==> src/rtl/core/swmmm_pkg.sv <==
// ----------------------------------------------------------------------------
// swmmm_pkg
// Shared types and constants for the sliding window min/max/mean core.
// ----------------------------------------------------------------------------
package swmmm_pkg;

    localparam int DATA_W = 32;
    localparam int FILL_W = 5;

    typedef enum logic [1:0] {
        ST_IDLE,
        ST_SCAN,
        ST_DIV,
        ST_DONE
    } state_t;

    // Status returned by the serial divider to the sequencer.
    typedef struct packed {
        logic busy;
        logic done;
    } div_stat_t;

endpackage

==> src/rtl/core/swmmm_div.sv <==
// ----------------------------------------------------------------------------
// swmmm_div
// Restoring unsigned divider that produces one quotient bit per cycle.
// ----------------------------------------------------------------------------
module swmmm_div #(
    parameter int DVD_W = 36,
    parameter int DVS_W = 5
) (
    input  logic                     aclk,
    input  logic                     aresetn,
    input  logic                     start,
    input  logic [DVD_W-1:0]         dividend,
    input  logic [DVS_W-1:0]         divisor,
    output swmmm_pkg::div_stat_t     stat,
    output logic [DVD_W-1:0]         quotient
);

    localparam int STEP_W = $clog2(DVD_W + 1);

    logic              busy_reg, busy_next;
    logic              done_reg, done_next;
    logic [STEP_W-1:0] step_reg, step_next;
    logic [DVS_W-1:0]  rem_reg, rem_next;
    logic [DVD_W-1:0]  quo_reg, quo_next;
    logic [DVS_W-1:0]  dvs_reg, dvs_next;
    logic [DVS_W:0]    rem_shift;
    logic [DVS_W:0]    rem_diff;

    always_comb begin
        rem_shift  = {rem_reg, quo_reg[DVD_W-1]};
        rem_diff   = rem_shift - {1'b0, dvs_reg};
        busy_next  = busy_reg;
        done_next  = 1'b0;
        step_next  = step_reg;
        rem_next   = rem_reg;
        quo_next   = quo_reg;
        dvs_next   = dvs_reg;
        if (start) begin
            busy_next = 1'b1;
            step_next = '0;
            rem_next  = '0;
            quo_next  = dividend;
            dvs_next  = divisor;
        end else if (busy_reg) begin
            // The remainder always stays below the divisor, so it fits DVS_W bits.
            if (rem_shift >= {1'b0, dvs_reg}) begin
                rem_next = rem_diff[DVS_W-1:0];
                quo_next = {quo_reg[DVD_W-2:0], 1'b1};
            end else begin
                rem_next = rem_shift[DVS_W-1:0];
                quo_next = {quo_reg[DVD_W-2:0], 1'b0};
            end
            step_next = step_reg + 1'b1;
            if (step_reg == STEP_W'(DVD_W - 1)) begin
                busy_next = 1'b0;
                done_next = 1'b1;
            end
        end
    end

    always_ff @(posedge aclk) begin
        if (!aresetn) begin
            busy_reg <= 1'b0;
            done_reg <= 1'b0;
            step_reg <= '0;
        end else begin
            busy_reg <= busy_next;
            done_reg <= done_next;
            step_reg <= step_next;
        end
    end

    always_ff @(posedge aclk) begin
        rem_reg <= rem_next;
        quo_reg <= quo_next;
        dvs_reg <= dvs_next;
    end

    assign stat.busy = busy_reg;
    assign stat.done = done_reg;
    assign quotient  = quo_reg;

endmodule

==> src/rtl/core/sliding_window_min_max_mean_core.sv <==
// ----------------------------------------------------------------------------
// sliding_window_min_max_mean_core
// Ring of DEPTH samples; after each write gives min, max and mean of the
// filled entries.
// ----------------------------------------------------------------------------
//  Channel  Ports                                Direction  Carries
//  input    s_valid s_ready s_sample             in         one sample
//  result   m_valid m_ready m_window_min ...     out        min, max, mean,
//                                                           fill count, flag
//
// An item is taken, the filled entries are scanned, the sum is divided in the
// serial divider and the results are loaded into the output register. The scan
// reads one window entry a cycle from the ring memory and the divider produces
// one quotient bit a cycle.
// Reset is synchronous and active low; the ring contents are not cleared.
// A stalled result waits in the output register while the next item is taken.
// ----------------------------------------------------------------------------
module sliding_window_min_max_mean_core #(
    parameter int DEPTH = 16
) (
    input  logic                                  aclk,
    input  logic                                  aresetn,
    input  logic                                  s_valid,
    output logic                                  s_ready,
    input  logic signed [swmmm_pkg::DATA_W-1:0]   s_sample,
    output logic                                  m_valid,
    input  logic                                  m_ready,
    output logic signed [swmmm_pkg::DATA_W-1:0]   m_window_min,
    output logic signed [swmmm_pkg::DATA_W-1:0]   m_window_max,
    output logic signed [swmmm_pkg::DATA_W-1:0]   m_window_mean,
    output logic [swmmm_pkg::FILL_W-1:0]          m_fill_count,
    output logic                                  m_overflowed
);

    localparam int DW    = swmmm_pkg::DATA_W;
    localparam int FW    = swmmm_pkg::FILL_W;
    localparam int IDX_W = $clog2(DEPTH);
    localparam int CNT_W = $clog2(DEPTH + 1);
    localparam int SUM_W = DW + IDX_W;

    swmmm_pkg::state_t state_reg, state_next;

    logic signed [DW-1:0] mem [DEPTH];

    logic [IDX_W-1:0]        wptr_reg, wptr_next;
    logic [CNT_W-1:0]        count_reg, count_next;
    logic                    full_reg, full_next;
    logic [CNT_W-1:0]        scan_idx_reg, scan_idx_next;
    logic                    rd_vld_reg, rd_vld_next;
    logic signed [DW-1:0]    rdata_reg;
    logic                    first_reg, first_next;
    logic signed [DW-1:0]    min_reg, min_next;
    logic signed [DW-1:0]    max_reg, max_next;
    logic signed [SUM_W-1:0] sum_reg, sum_next;
    logic signed [DW-1:0]    mean_reg, mean_next;

    logic                    m_valid_reg, m_valid_next;
    logic signed [DW-1:0]    m_min_reg, m_max_reg, m_mean_reg;
    logic [FW-1:0]           m_fill_reg;
    logic                    m_ovf_reg;

    logic                    accept;
    logic                    issue;
    logic                    load_out;
    logic                    div_start;
    logic [SUM_W-1:0]        sum_mag;
    logic [SUM_W-1:0]        quotient;
    swmmm_pkg::div_stat_t    div_stat;

    assign accept  = s_valid && s_ready;
    assign s_ready = (state_reg == swmmm_pkg::ST_IDLE);
    assign issue   = (scan_idx_reg < count_reg);
    assign sum_mag = sum_reg[SUM_W-1] ? SUM_W'(-sum_reg) : SUM_W'(sum_reg);

    always_comb begin
        state_next    = state_reg;
        wptr_next     = wptr_reg;
        count_next    = count_reg;
        full_next     = full_reg;
        scan_idx_next = scan_idx_reg;
        rd_vld_next   = 1'b0;
        first_next    = first_reg;
        min_next      = min_reg;
        max_next      = max_reg;
        sum_next      = sum_reg;
        mean_next     = mean_reg;
        div_start     = 1'b0;
        load_out      = 1'b0;

        // Fold the entry read in the previous cycle into the running results.
        if (rd_vld_reg) begin
            first_next = 1'b0;
            if (first_reg || (rdata_reg < min_reg)) begin
                min_next = rdata_reg;
            end
            if (first_reg || (rdata_reg > max_reg)) begin
                max_next = rdata_reg;
            end
            sum_next = sum_reg + {{(SUM_W-DW){rdata_reg[DW-1]}}, rdata_reg};
        end

        case (state_reg)
            swmmm_pkg::ST_IDLE: begin
                if (accept) begin
                    wptr_next = (wptr_reg == IDX_W'(DEPTH - 1)) ? '0 : wptr_reg + 1'b1;
                    if (count_reg < CNT_W'(DEPTH)) begin
                        count_next = count_reg + 1'b1;
                    end else begin
                        full_next = 1'b1;
                    end
                    scan_idx_next = '0;
                    first_next    = 1'b1;
                    sum_next      = '0;
                    state_next    = swmmm_pkg::ST_SCAN;
                end
            end
            swmmm_pkg::ST_SCAN: begin
                if (issue) begin
                    scan_idx_next = scan_idx_reg + 1'b1;
                    rd_vld_next   = 1'b1;
                end else if (!rd_vld_reg) begin
                    div_start  = 1'b1;
                    state_next = swmmm_pkg::ST_DIV;
                end
            end
            swmmm_pkg::ST_DIV: begin
                if (div_stat.done) begin
                    // Truncation toward zero: divide the magnitude, then restore the sign.
                    mean_next  = sum_reg[SUM_W-1] ? DW'(-quotient) : DW'(quotient);
                    state_next = swmmm_pkg::ST_DONE;
                end
            end
            swmmm_pkg::ST_DONE: begin
                if (!m_valid_reg || m_ready) begin
                    load_out   = 1'b1;
                    state_next = swmmm_pkg::ST_IDLE;
                end
            end
            default: begin
                state_next = swmmm_pkg::ST_IDLE;
            end
        endcase

        if (load_out) begin
            m_valid_next = 1'b1;
        end else if (m_ready) begin
            m_valid_next = 1'b0;
        end else begin
            m_valid_next = m_valid_reg;
        end
    end

    always_ff @(posedge aclk) begin
        if (!aresetn) begin
            state_reg    <= swmmm_pkg::ST_IDLE;
            wptr_reg     <= '0;
            count_reg    <= '0;
            full_reg     <= 1'b0;
            scan_idx_reg <= '0;
            rd_vld_reg   <= 1'b0;
            first_reg    <= 1'b1;
            m_valid_reg  <= 1'b0;
        end else begin
            state_reg    <= state_next;
            wptr_reg     <= wptr_next;
            count_reg    <= count_next;
            full_reg     <= full_next;
            scan_idx_reg <= scan_idx_next;
            rd_vld_reg   <= rd_vld_next;
            first_reg    <= first_next;
            m_valid_reg  <= m_valid_next;
        end
    end

    always_ff @(posedge aclk) begin
        min_reg  <= min_next;
        max_reg  <= max_next;
        sum_reg  <= sum_next;
        mean_reg <= mean_next;
        if (load_out) begin
            m_min_reg  <= min_reg;
            m_max_reg  <= max_reg;
            m_mean_reg <= mean_reg;
            m_fill_reg <= FW'(count_reg);
            m_ovf_reg  <= full_reg;
        end
    end

    // Ring memory: one write port at accept, one registered read port for the scan.
    always_ff @(posedge aclk) begin
        if (accept) begin
            mem[wptr_reg] <= s_sample;
        end
        rdata_reg <= mem[scan_idx_reg[IDX_W-1:0]];
    end

    swmmm_div #(
        .DVD_W (SUM_W),
        .DVS_W (CNT_W)
    ) u_div (
        .aclk     (aclk),
        .aresetn  (aresetn),
        .start    (div_start),
        .dividend (sum_mag),
        .divisor  (count_reg),
        .stat     (div_stat),
        .quotient (quotient)
    );

    assign m_valid       = m_valid_reg;
    assign m_window_min  = m_min_reg;
    assign m_window_max  = m_max_reg;
    assign m_window_mean = m_mean_reg;
    assign m_fill_count  = m_fill_reg;
    assign m_overflowed  = m_ovf_reg;

endmodule

==> config.mk <==
export PLATFORM = sky130hd
export DESIGN_NAME = sliding_window_min_max_mean_core
export DESIGN_NICKNAME = d
export VERILOG_FILES = /design/src/rtl/core/swmmm_pkg.sv /design/src/rtl/core/swmmm_div.sv /design/src/rtl/core/sliding_window_min_max_mean_core.sv
export SDC_FILE = /design/constraint.sdc
export NUM_CORES = 1
export LEC_CHECK = 0
export BUFFER_PORTS_ARGS = -buffer_cell sky130_fd_sc_hd__buf_2
export CAP_MARGIN = 20
export CORE_ASPECT_RATIO = 0.8
export CORE_MARGIN = 1.5
export CORE_UTILIZATION = 45
export CTS_BUF_LIST = sky130_fd_sc_hd__clkbuf_4 sky130_fd_sc_hd__clkbuf_8 sky130_fd_sc_hd__clkbuf_16
export CTS_CLUSTER_DIAMETER = 150
export DETAILED_ROUTE_END_ITERATION = 6
export GPL_ROUTABILITY_DRIVEN = 0
export PLACE_DENSITY = 0.66
export SYNTH_ARGS = -nofsm -noshare
export SYNTH_HDL_FRONTEND = slang
export SYNTH_SLANG_ARGS = --single-unit
==> constraint.sdc <==
create_clock -name aclk -period 12.4 [get_ports aclk]
set_clock_uncertainty 0.15 [all_clocks]
set_input_delay 1.86 -clock aclk [delete_from_list [all_inputs] [get_ports aclk]]
set_output_delay 1.86 -clock aclk [all_outputs]
set_load 0.01 [all_outputs]
---- Word-level counts from Yosys, hierarchy flattened ----
Memories as Yosys holds them, arrays and structs flattened. A register that Yosys moved wholly into a read port is not among the register bits.
Index checks and enable logic that the tools add are counted.
W data, S select, Z words.
word-level totals
  flip-flop bits (word level) ............. 308
  memory bits (writable) .................. 512
  input port bits ......................... 36
  output and inout bits ................... 104
  memories kept ........................... 1
cells by class
  add/sub/neg operators ................... 8
  order comparisons ....................... 5
  equality and inequality tests ........... 11
  muxes and demuxes ....................... 36
  bitwise gates (word level) .............. 3
  reduce and logical (&&, ||, !) cells .... 20
memory list
  name  depth  bits a word  rd ports  clocked after memory_dff  wr ports  line                                    RTL
  mem   16     32           1         1                         1         sliding_window_min_max_mean_core.sv:43  logic signed [DW-1:0] mem [DEPTH];
operators with widths
  cell                   number
  $mux W36               6
  $add A36 B36 Y36       1
  $neg A36 Y36           1
  $gt A32 B32 Y1         1
  $lt A32 B32 Y1         1
  $mux W32               1
  $neg A32 Y32           1
  $mux W1                18
  $mux W5                3
  $add A5 B1 Y5 const B  2
  $mux W2                5
  $pmux W5 S2            1
  $reduce_and A2 Y1      5
  $reduce_and A3 Y1      3
  $ne A2 B2 Y1 const B   4
  $pmux W2 S4            1
  $add A6 B1 Y6 const B  1
  $eq A6 B6 Y1 const B   1
  $ge A6 B5 Y1           1
  $reduce_bool A2 Y1     3
  $lt A5 B5 Y1           1
  $lt A5 B5 Y1 const B   1
  $reduce_and A5 Y1      1
  $sub A5 B5 Y5          1
  13 further kinds       19

---- Logic depth before layout (Yosys ltp) ----
Gate-level depths: netlist of the first run.
  depth after elaboration ................. 5
  gate-level depth with buffers ........... 11
  gate-level depth less buffers ........... 11

---- Modules after synthesis ----
A second synthesis of the first run with hierarchy kept.
second synthesis, totals
  cells, all modules ...................... 2040
  area total of the unflattened synthesis .. 35208.8 sq um
by module, submodules not included
  module                            times used  cells each  area each (sq um)  seq. area each (sq um)
  sliding_window_min_max_mean_core  1           1867        32786.4            23082.1
  swmmm_div                         1           173         2422.3             1491.4

---- Worst setup path before layout of the first run ----
No wires, ideal clock.
  path kind ............................... in2reg
  start ................................... input port m_ready
  end ..................................... register m_fill_reg[0], in the netlist m_fill_count[0] (enable)
  setup time .............................. 576 ps
  data arrival time ....................... 6444 ps
  data required time ...................... 11674 ps
  path slack .............................. 5230 ps
  stages .................................. 2
  buffers on the path ..................... 0
  cell sequence ........................... nor2b_1 nor2b_1
between the ends
  cells in the longest elaborated chain, start to end .. 3
ends and longest elaborated chain
  what                  line                                     RTL
  start, declared       sliding_window_min_max_mean_core.sv:27   input logic m_ready,
  $logic_or A1 B1 Y1    sliding_window_min_max_mean_core.sv:134  if (!m_valid_reg || m_ready) begin
  $mux W1               sliding_window_min_max_mean_core.sv:134
  $mux W1               sliding_window_min_max_mean_core.sv:102  case (state_reg)
  net load_out          sliding_window_min_max_mean_core.sv:64   logic load_out;
  end signal, assigned  sliding_window_min_max_mean_core.sv:184  m_fill_reg <= FW'(count_reg);
  end, declared         sliding_window_min_max_mean_core.sv:59   logic [FW-1:0] m_fill_reg;
The timed path passes the listed nets, and every way through them passes these cells.
A chain may end at the register's enable or synchronous reset.

---- Final worst setup path of the first run ----
  start ................................... register rdata_reg[0], read port of mem
  end ..................................... register sum_reg[28]
between the ends
  cells in the longest elaborated chain, start to end .. 4
ends and longest elaborated chain
  what                  line                                     RTL
  start, declared       sliding_window_min_max_mean_core.sv:50   logic signed [DW-1:0] rdata_reg;
  $add A36 B36 Y36 (*)  sliding_window_min_max_mean_core.sv:99   sum_next = sum_reg + {{(SUM_W-DW){rdata_reg[DW-1]}}, rdata_reg};
  $mux W36 (*)          sliding_window_min_max_mean_core.sv:91   if (rd_vld_reg) begin
  $mux W36              sliding_window_min_max_mean_core.sv:104  if (accept) begin
  $mux W36 (*)          sliding_window_min_max_mean_core.sv:102
  net sum_next[28]      sliding_window_min_max_mean_core.sv:54   logic signed [SUM_W-1:0] sum_reg, sum_next;
  end signal, assigned  sliding_window_min_max_mean_core.sv:178  sum_reg <= sum_next;
  end, declared         sliding_window_min_max_mean_core.sv:54
The timed path passes the listed nets; every way through them passes the cells marked *.

==> impl_metrics.csv, run 1 <==
group,metric,value,unit
detailed_routing,wl_per_cell,22.6,um
cts,cts_tree,"yes",
global_route,antenna_found_initial,3,
floorplanning,core,77300,um^2
synth,synth_nets,2261,
timing,min_period,4.00,ns
finish,final_common_cell,"edfxtp_1",
global_route,gr-total-overflow,0,
critical_path,cp-end-kind,"flop",
timing,fin_setup_tns,0,ns
detailed_routing,vias,18992,
status,outcome,"finished with violations",
cts,insertion_delay,0.64,ns
finish,largest_reg_flops,512,
global_route,grt_pass1_vias,18925,
critical_path,crit_path_start,"rdata_reg[0]$_DFF_P_",
synth,syn_area,35200,um^2
detailed_routing,drtIter0Drc,1819,
timing,max_freq,0.250,GHz
synth,async_flop_share,0,%
hold_path,min_from,"mean_reg[18]$_DFFE_PP_",
synth,seq_area_frac_synth,69.7,%
critical_path,critical_path_class,"flop to flop",
cts,ctsResizeCount,0,
cts,root_buffer,"clkbuf_16",
finish,drive_above_1_share,22.0,%
timing,slew_headroom,26.7,%
finish,final_cell_mix,"edfxtp_1 (751), mux4_2 (160), buf_2 (139)",
detailed_routing,via_per_inst,5.61,
hold_path,min_path_type,"flop to flop",
cts,path_clk_slew,0.06,ns
power_and_ir_drop,vdd_ir_drop_max,0.123,mV
timing,setup_viol,0,
detailed_routing,firstDrtPassIters,7,
synth,ys.flop_type,"edfxtp_1",
cts,htreeDepth,3,
synth,yosysUniqueCellTypes,60,
cts,cts_hold_buf,0,
cts,clock-sinks,852,
timing,tightest_slew,1.10,ns
floorplanning,design.die.area,80000,um^2
cts,cts_setup_buffers,0,
finish,final_nets,2445,
global_route,use_met1,29.1,%
critical_path,start_kind,"flop",
finish,syn_to_final_growth,13.9,%
critical_path,reg2reg_setup_slack,8.40,ns
cts,clock_path_buffers,3,
hold_path,holdPathStages,0,
global_route,use_met2,28.9,%
floorplanning,num_rows,91,
timing,rsz0062_at_grt,"false",
synth,synth_area_per_cell,16.8,um^2
floorplanning,die_h,253,um
synth,synth_edf_count,751,
status,violations,"DRC",
synth,ys_warn_count,0,
critical_path,worst-path-max-fanout,5,
synth,synthCells,2103,
timing,finalHoldViolCount,0,
timing,fin_crit_sh,32.3,%
floorplanning,io_pins,140,
critical_path,r2r-end,"sum_reg[28]$_DFF_P_",
critical_path,worst_ep_required_time,12.78,ns
critical_path,worstRegToRegCells,12,
timing,whs,0.267,ns
flow_run,drv_cap,0,
global_route,grtUsageMet3,3.07,%
global_route,grt-busiest-layer,"met1",
critical_path,rr_startpoint,"rdata_reg[0]$_DFF_P_",
placed_design,place_area,37400,um^2
global_route,grt_first_pass_wirelength,116000,um
detailed_routing,drc,24,
power_and_ir_drop,p_leak,13.9,nW
power_and_ir_drop,p_per_area,207,nW/um^2
detailed_routing,wl,76600,um
detailed_routing,antenna_left,0,
critical_path,worstPathArrival,4.38,ns
finish,final.fill_count,6165,
finish,stdcell_area,40100,um^2
floorplanning,initial_core_util,45.6,%
cts,cts_buffers,84,
global_route,grt.total_usage,19.3,%
synth,synth-seq-cells,852,
hold_path,hold-path-endpoint,"m_window_mean[18]$_DFFE_PP_",
placed_design,dp_hpwl,49300,um
placed_design,port-buffer-count,139,
floorplanning,fp.dieW,316,um
global_route,grt_max_degree,77,
timing,drv_slew,0,
## metal layers
layer  part of all wire (%)  vias up
met2                     45      562
met5                      0        -
li1                       -     8616
met1                     47     9697
met3                    6.0      117
met4                    2.5        0
## logic make-up (layout without fill, tap and decap cells)
kind of cell / after synthesis / count (layout) / synth area share (%)
DFF: 852 / 852 / 69.7
and+or+nand+nor: 350 / 350 / 4.81
AOI/OAI and AO/OA: 312 / 312 / 5.58
muxes: 188 / 188 / 11.0
buffers and inverters: 174 / 429 / 1.87
adders and majority gates: 122 / 122 / 4.37
xor gates and xnor gates: 105 / 105 / 2.61
other: 0 / 3 / 0
## final cells by class
class,instances,area (um^2),share of cell area (%)
clock buffer,110,2350,5.86
multi-input combinational,1077,10100,25.2
inverter,95,357,0.888
antenna,3,7.51,0.0187
clock inverter,47,430,1.07
tap,1023,1280,3.19
timing repair buffer,177,1000,2.49
sequential,852,24600,61.2
## worst max-delay path, cell delays in order (launching register included)
cell       delay [ns]
dfxtp_1          0.37
ha_1             0.26
fa_1             0.44
a211oi_1         0.28
o21bai_1         0.17
o211ai_1         0.32
o21a_1           0.29
o21ai_0          0.20
a2111oi_0        0.64
buf_4            0.23
nor4_1           0.06
mux2i_1          0.14
a311o_1          0.32
## worst max path at each step
| stage | to | slack [ns] | cells after the start |
|---|---|---|---|
| after detailed placement | mem[7][9]$_DFFE_PP_ | 7.94 | 6 |
| final | sum_reg[28]$_DFF_P_ | 8.40 | 12 |
| after CTS | sum_reg[28]$_DFF_P_ | 8.46 | 12 |
| after global routing | sum_reg[28]$_DFF_P_ | 8.21 | 12 |
| after global placement | mem[7][1]$_DFFE_PP_ | 8.00 | 6 |
| after floorplan | m_fill_count[0]$_DFFE_PP_ | 5.23 | 2 |
## Yosys cell counts, types with 5 or more instances
master      n  area share (%)
a211oi_1   14            0.30
a21boi_0    6            0.13
a21o_1     45            0.96
a21oi_1    66            0.94
a31oi_1     5           0.089
and2_1      6            0.11
and3_1      7            0.12
buf_1      22            0.23
clkbuf_1   55            0.59
dfxtp_1   101             5.7
edfxtp_1  751              64
ha_1      120             4.3
inv_1      95             1.0
mux2i_1    26            0.74
mux4_2    160              10
nand2_1   118             1.3
nand2b_1   21            0.37
nand3_1    16            0.23
nand4_1    25            0.44
nor2_1     82            0.87
nor2b_1    13            0.23
nor3_1     21            0.30
nor4_1      9            0.16
o211ai_1    5            0.11
o21a_1     11            0.23
o21ai_0   101             1.4
o31ai_1    21            0.45
o41ai_1    10            0.25
or3_1       9            0.16
or4_1       8            0.17
xnor2_1    54             1.3
xor2_1     51             1.3
## stage by stage
stage               setup WS [ns]  total power, W  cells  util (%)
floorplan                    5.23         0.00523   2103         -
global placement             8.00         0.00577   3223      48.3
detailed placement           7.94         0.00584   3224      48.3
CTS                          8.46         0.00839   3381      51.9
global route                 8.21         0.00875   3382      51.9
finish                       8.40         0.00833   3384      51.9
## where the power goes
group	total, W	internal, W	switching, W
Sequential	0.00384	0.00353	0.000315
Clock	0.00254	0.00146	0.00109
Combinational	0.00195	0.000824	0.00112
(Power assumes the default switching activity.)
==> run 2, diff against run 1 <==
- ABC_AREA: unset -> 1
- clock period: 12.4 -> 4.1 ns (I/O delays scaled with it)
==> run 2 against run 1 <==
- the flow now finishes without violations
- first-iteration DRC count rose by 36%
- critical path depth fell by 2
- die area rose by 4.5%
- sequential power rose to 3.1 times the previous value
- global-route usage rose by 2.4 points
- core utilization barely moved
- area after synthesis rose by 4.5%
- synthesized cell count rose by 51%
- via count rose by 29%
- routed wire length rose by 19%
- largest cell class unchanged
- largest power group unchanged
- highest routed layer unchanged
==> impl_metrics.csv, run 2 <==
group,metric,value,unit
status,outcome,"finished, final reports clean",
critical_path,cp_top_family,"simple AND/OR/NAND/NOR gates",
global_route,grt_first_pass_wirelength,138000,um
placed_design,dp.cells,4335,
timing,tightest_slew,1.30,ns
synth,synth_area_per_cell,11.6,um^2
critical_path,crit_chain,"ha_1 > inv_1 > nor3_1 > nand2_1 > nor2_1 > nand2_1 > nand2_1 > nand3_1 > a21oi_4 > buf_12",
global_route,antenna_found_initial,5,
synth,synth-seq-cells,852,
timing,finalHoldViolCount,0,
synth,ys_warn_count,0,
synth,seq_area_frac_synth,66.7,%
finish,largest_reg_flops,512,
critical_path,reg2reg_setup_slack,0.70,ns
finish,final_nets,3488,
critical_path,rr_startpoint,"rdata_reg[31]$_DFF_P_",
detailed_routing,wl,91100,um
critical_path,critPathMostFrequentCell,"nand2_1",
finish,register_area,24600,um^2
global_route,grt.total_usage,21.8,%
floorplanning,initial_core_util,45.6,%
timing,setup_viol,0,
hold_path,min_from,"m_ready",
detailed_routing,firstDrtPassIters,6,
timing,min_period,3.40,ns
power_and_ir_drop,p_per_area,691,nW/um^2
synth,synthCells,3185,
floorplanning,fp.dieW,323,um
critical_path,critical_path_class,"flop to flop",
critical_path,cp_slowest_stage_delay,0.59,ns
floorplanning,num_rows,93,
placed_design,port-buffer-count,139,
detailed_routing,antenna_left,0,
synth,syn_area,36800,um^2
cts,insertion_delay,0.65,ns
critical_path,worst_ep_required_time,4.28,ns
flow_run,drv_cap,0,
finish,final_common_cell,"edfxtp_1",
synth,yosysUniqueCellTypes,46,
finish,multi_input_comb_area,10800,um^2
critical_path,worst-path-max-fanout,17,
cts,clock-sinks,852,
power_and_ir_drop,vdd_ir_drop_max,0.554,mV
synth,synth_largest_area_cell,"edfxtp_1",
timing,setup_ws,0.697,ns
detailed_routing,via_per_inst,5.44,
floorplanning,die_h,259,um
synth,netlist_top_cells_area,"edfxtp_1 (61%), dfxtp_1 (5.5%), nand2_1 (4.5%)",
critical_path,worstPathArrival,3.59,ns
finish,syn_to_final_growth,13.7,%
timing,fin_crit_sh,83.0,%
detailed_routing,drtIter0Drc,2480,
finish,final.fill_count,6978,
cts,cts_setup_buffers,0,
critical_path,r2r-end,"max_reg[3]$_DFFE_PP_",
hold_path,holdPathStages,4,
cts,cts_tree,"yes",
critical_path,crit_path_top_delay_cell,"dfxtp_1",
cts,ctsResizeCount,0,
global_route,grt_max_degree,227,
critical_path,start_kind,"flop",
cts,htreeDepth,3,
cts,cts_hold_buf,0,
floorplanning,design.die.area,83600,um^2
global_route,gr-total-overflow,0,
global_route,grt_pass1_vias,22840,
detailed_routing,drc,0,
timing,fin_setup_tns,0,ns
timing,drv_slew,0,
synth,yosysMostFrequentCell,"edfxtp_1",
finish,fin_cells,4493,
synth,yosysTopAreaCellShare,61.2,%
detailed_routing,wl_per_cell,20.3,um
finish,drive_above_1_share,11.2,%
hold_path,min_path_type,"input pin to flop",
cts,clock_path_buffers,3,
critical_path,cp-end-kind,"flop",
cts,path_clk_slew,0.07,ns
cts,cts_buffers,85,
power_and_ir_drop,p_leak,15.6,nW
synth,ys.flop_type,"edfxtp_1",
timing,rsz0062_at_grt,"false",
synth,synth_nets,3343,
timing,max_freq,0.294,GHz
critical_path,worstRegToRegCells,10,
cts,root_buffer,"clkbuf_16",
placed_design,pre_cts_ws,0.847,ns
placed_design,dp_hpwl,58200,um
synth,synth_edf_count,751,
timing,slew_headroom,13.4,%
hold_path,hold-path-endpoint,"m_valid$_SDFFE_PN0P_",
critical_path,path_buf_inv,2,
synth,synthTopCellsByCount,"edfxtp_1 (751), nand2_1 (444), nor2_1 (440)",
floorplanning,io_pins,140,
finish,final_cell_mix,"edfxtp_1 (751), nand2_1 (444), nor2_1 (422)",
synth,async_flop_share,0,%
detailed_routing,vias,24424,
floorplanning,core,80800,um^2
run 2: final cells by class:
| type | instances | share of cell area (%) |
|---|---|---|
| flip-flops and latches | 852 | 58.7 |
| multi-input cells | 1916 | 25.8 |
| clock buffers | 108 | 5.62 |
| well taps | 1092 | 3.26 |
| repair buffers | 186 | 2.88 |
| inverters | 289 | 2.60 |
| clock inverters | 47 | 1.20 |
| diodes | 3 | 0.0179 |
run 2: cells by family (layout without fill, tap and decap cells):
group           count (synthesis)  count (layout)  synth area share (%)
simple gates                 1116            1116                  12.5
flops                         852             852                  66.7
compound gates                561             561                  9.26
buf+inv                       417             630                  4.42
fa+ha+maj                     122             122                  4.18
xor+xnor                       63              63                  1.50
mux                            54              54                  1.47
other cells                     0               3                     0
run 2: power breakdown:
part | internal (W) | switching, W
clock | 0.00455 | 0.00337
combinational | 0.00301 | 0.00624
sequential | 0.0108 | 0.00104
run 2: worst max-delay path by stage:
| stage | start | end | slack, ns | cells after the start |
|---|---|---|---|---|
| floorplan | rdata_reg[31]$_DFF_P_ | max_reg[0]$_DFFE_PP_ | 0.58 | 9 |
| global placement | rdata_reg[31]$_DFF_P_ | max_reg[1]$_DFFE_PP_ | 0.86 | 10 |
| detailed placement | rdata_reg[31]$_DFF_P_ | max_reg[0]$_DFFE_PP_ | 0.85 | 10 |
| CTS | rdata_reg[31]$_DFF_P_ | max_reg[2]$_DFFE_PP_ | 0.80 | 10 |
| global route | rdata_reg[31]$_DFF_P_ | max_reg[3]$_DFFE_PP_ | 0.60 | 10 |
| finish | rdata_reg[31]$_DFF_P_ | max_reg[3]$_DFFE_PP_ | 0.70 | 10 |
run 2: metrics by stage:
stage               hold slack, ns  cell area (um^2)  utilization [%]  power [W]
global route                 0.175             41900             51.9     0.0307
CTS                          0.138             41900             51.9     0.0290
finish                       0.173             41900             51.9     0.0290
floorplan                    0.250             36900                -     0.0182
detailed placement           0.256             39000             48.3     0.0211
global placement             0.252             39000             48.3     0.0209
run 2: metal layers:
metal	wire length, um	global-route usage (%)	share of wire [%]
met1	41900	32.7	46
met2	38700	31.6	42
met5	0	0	0
met3	8640	5.44	9.5
met4	1900	5.45	2.1
run 2: worst min-delay path, cell delays in order:
cell     delay [ns]
buf_2          0.07
inv_1          0.07
nand2_1        0.10
a21oi_1        0.07
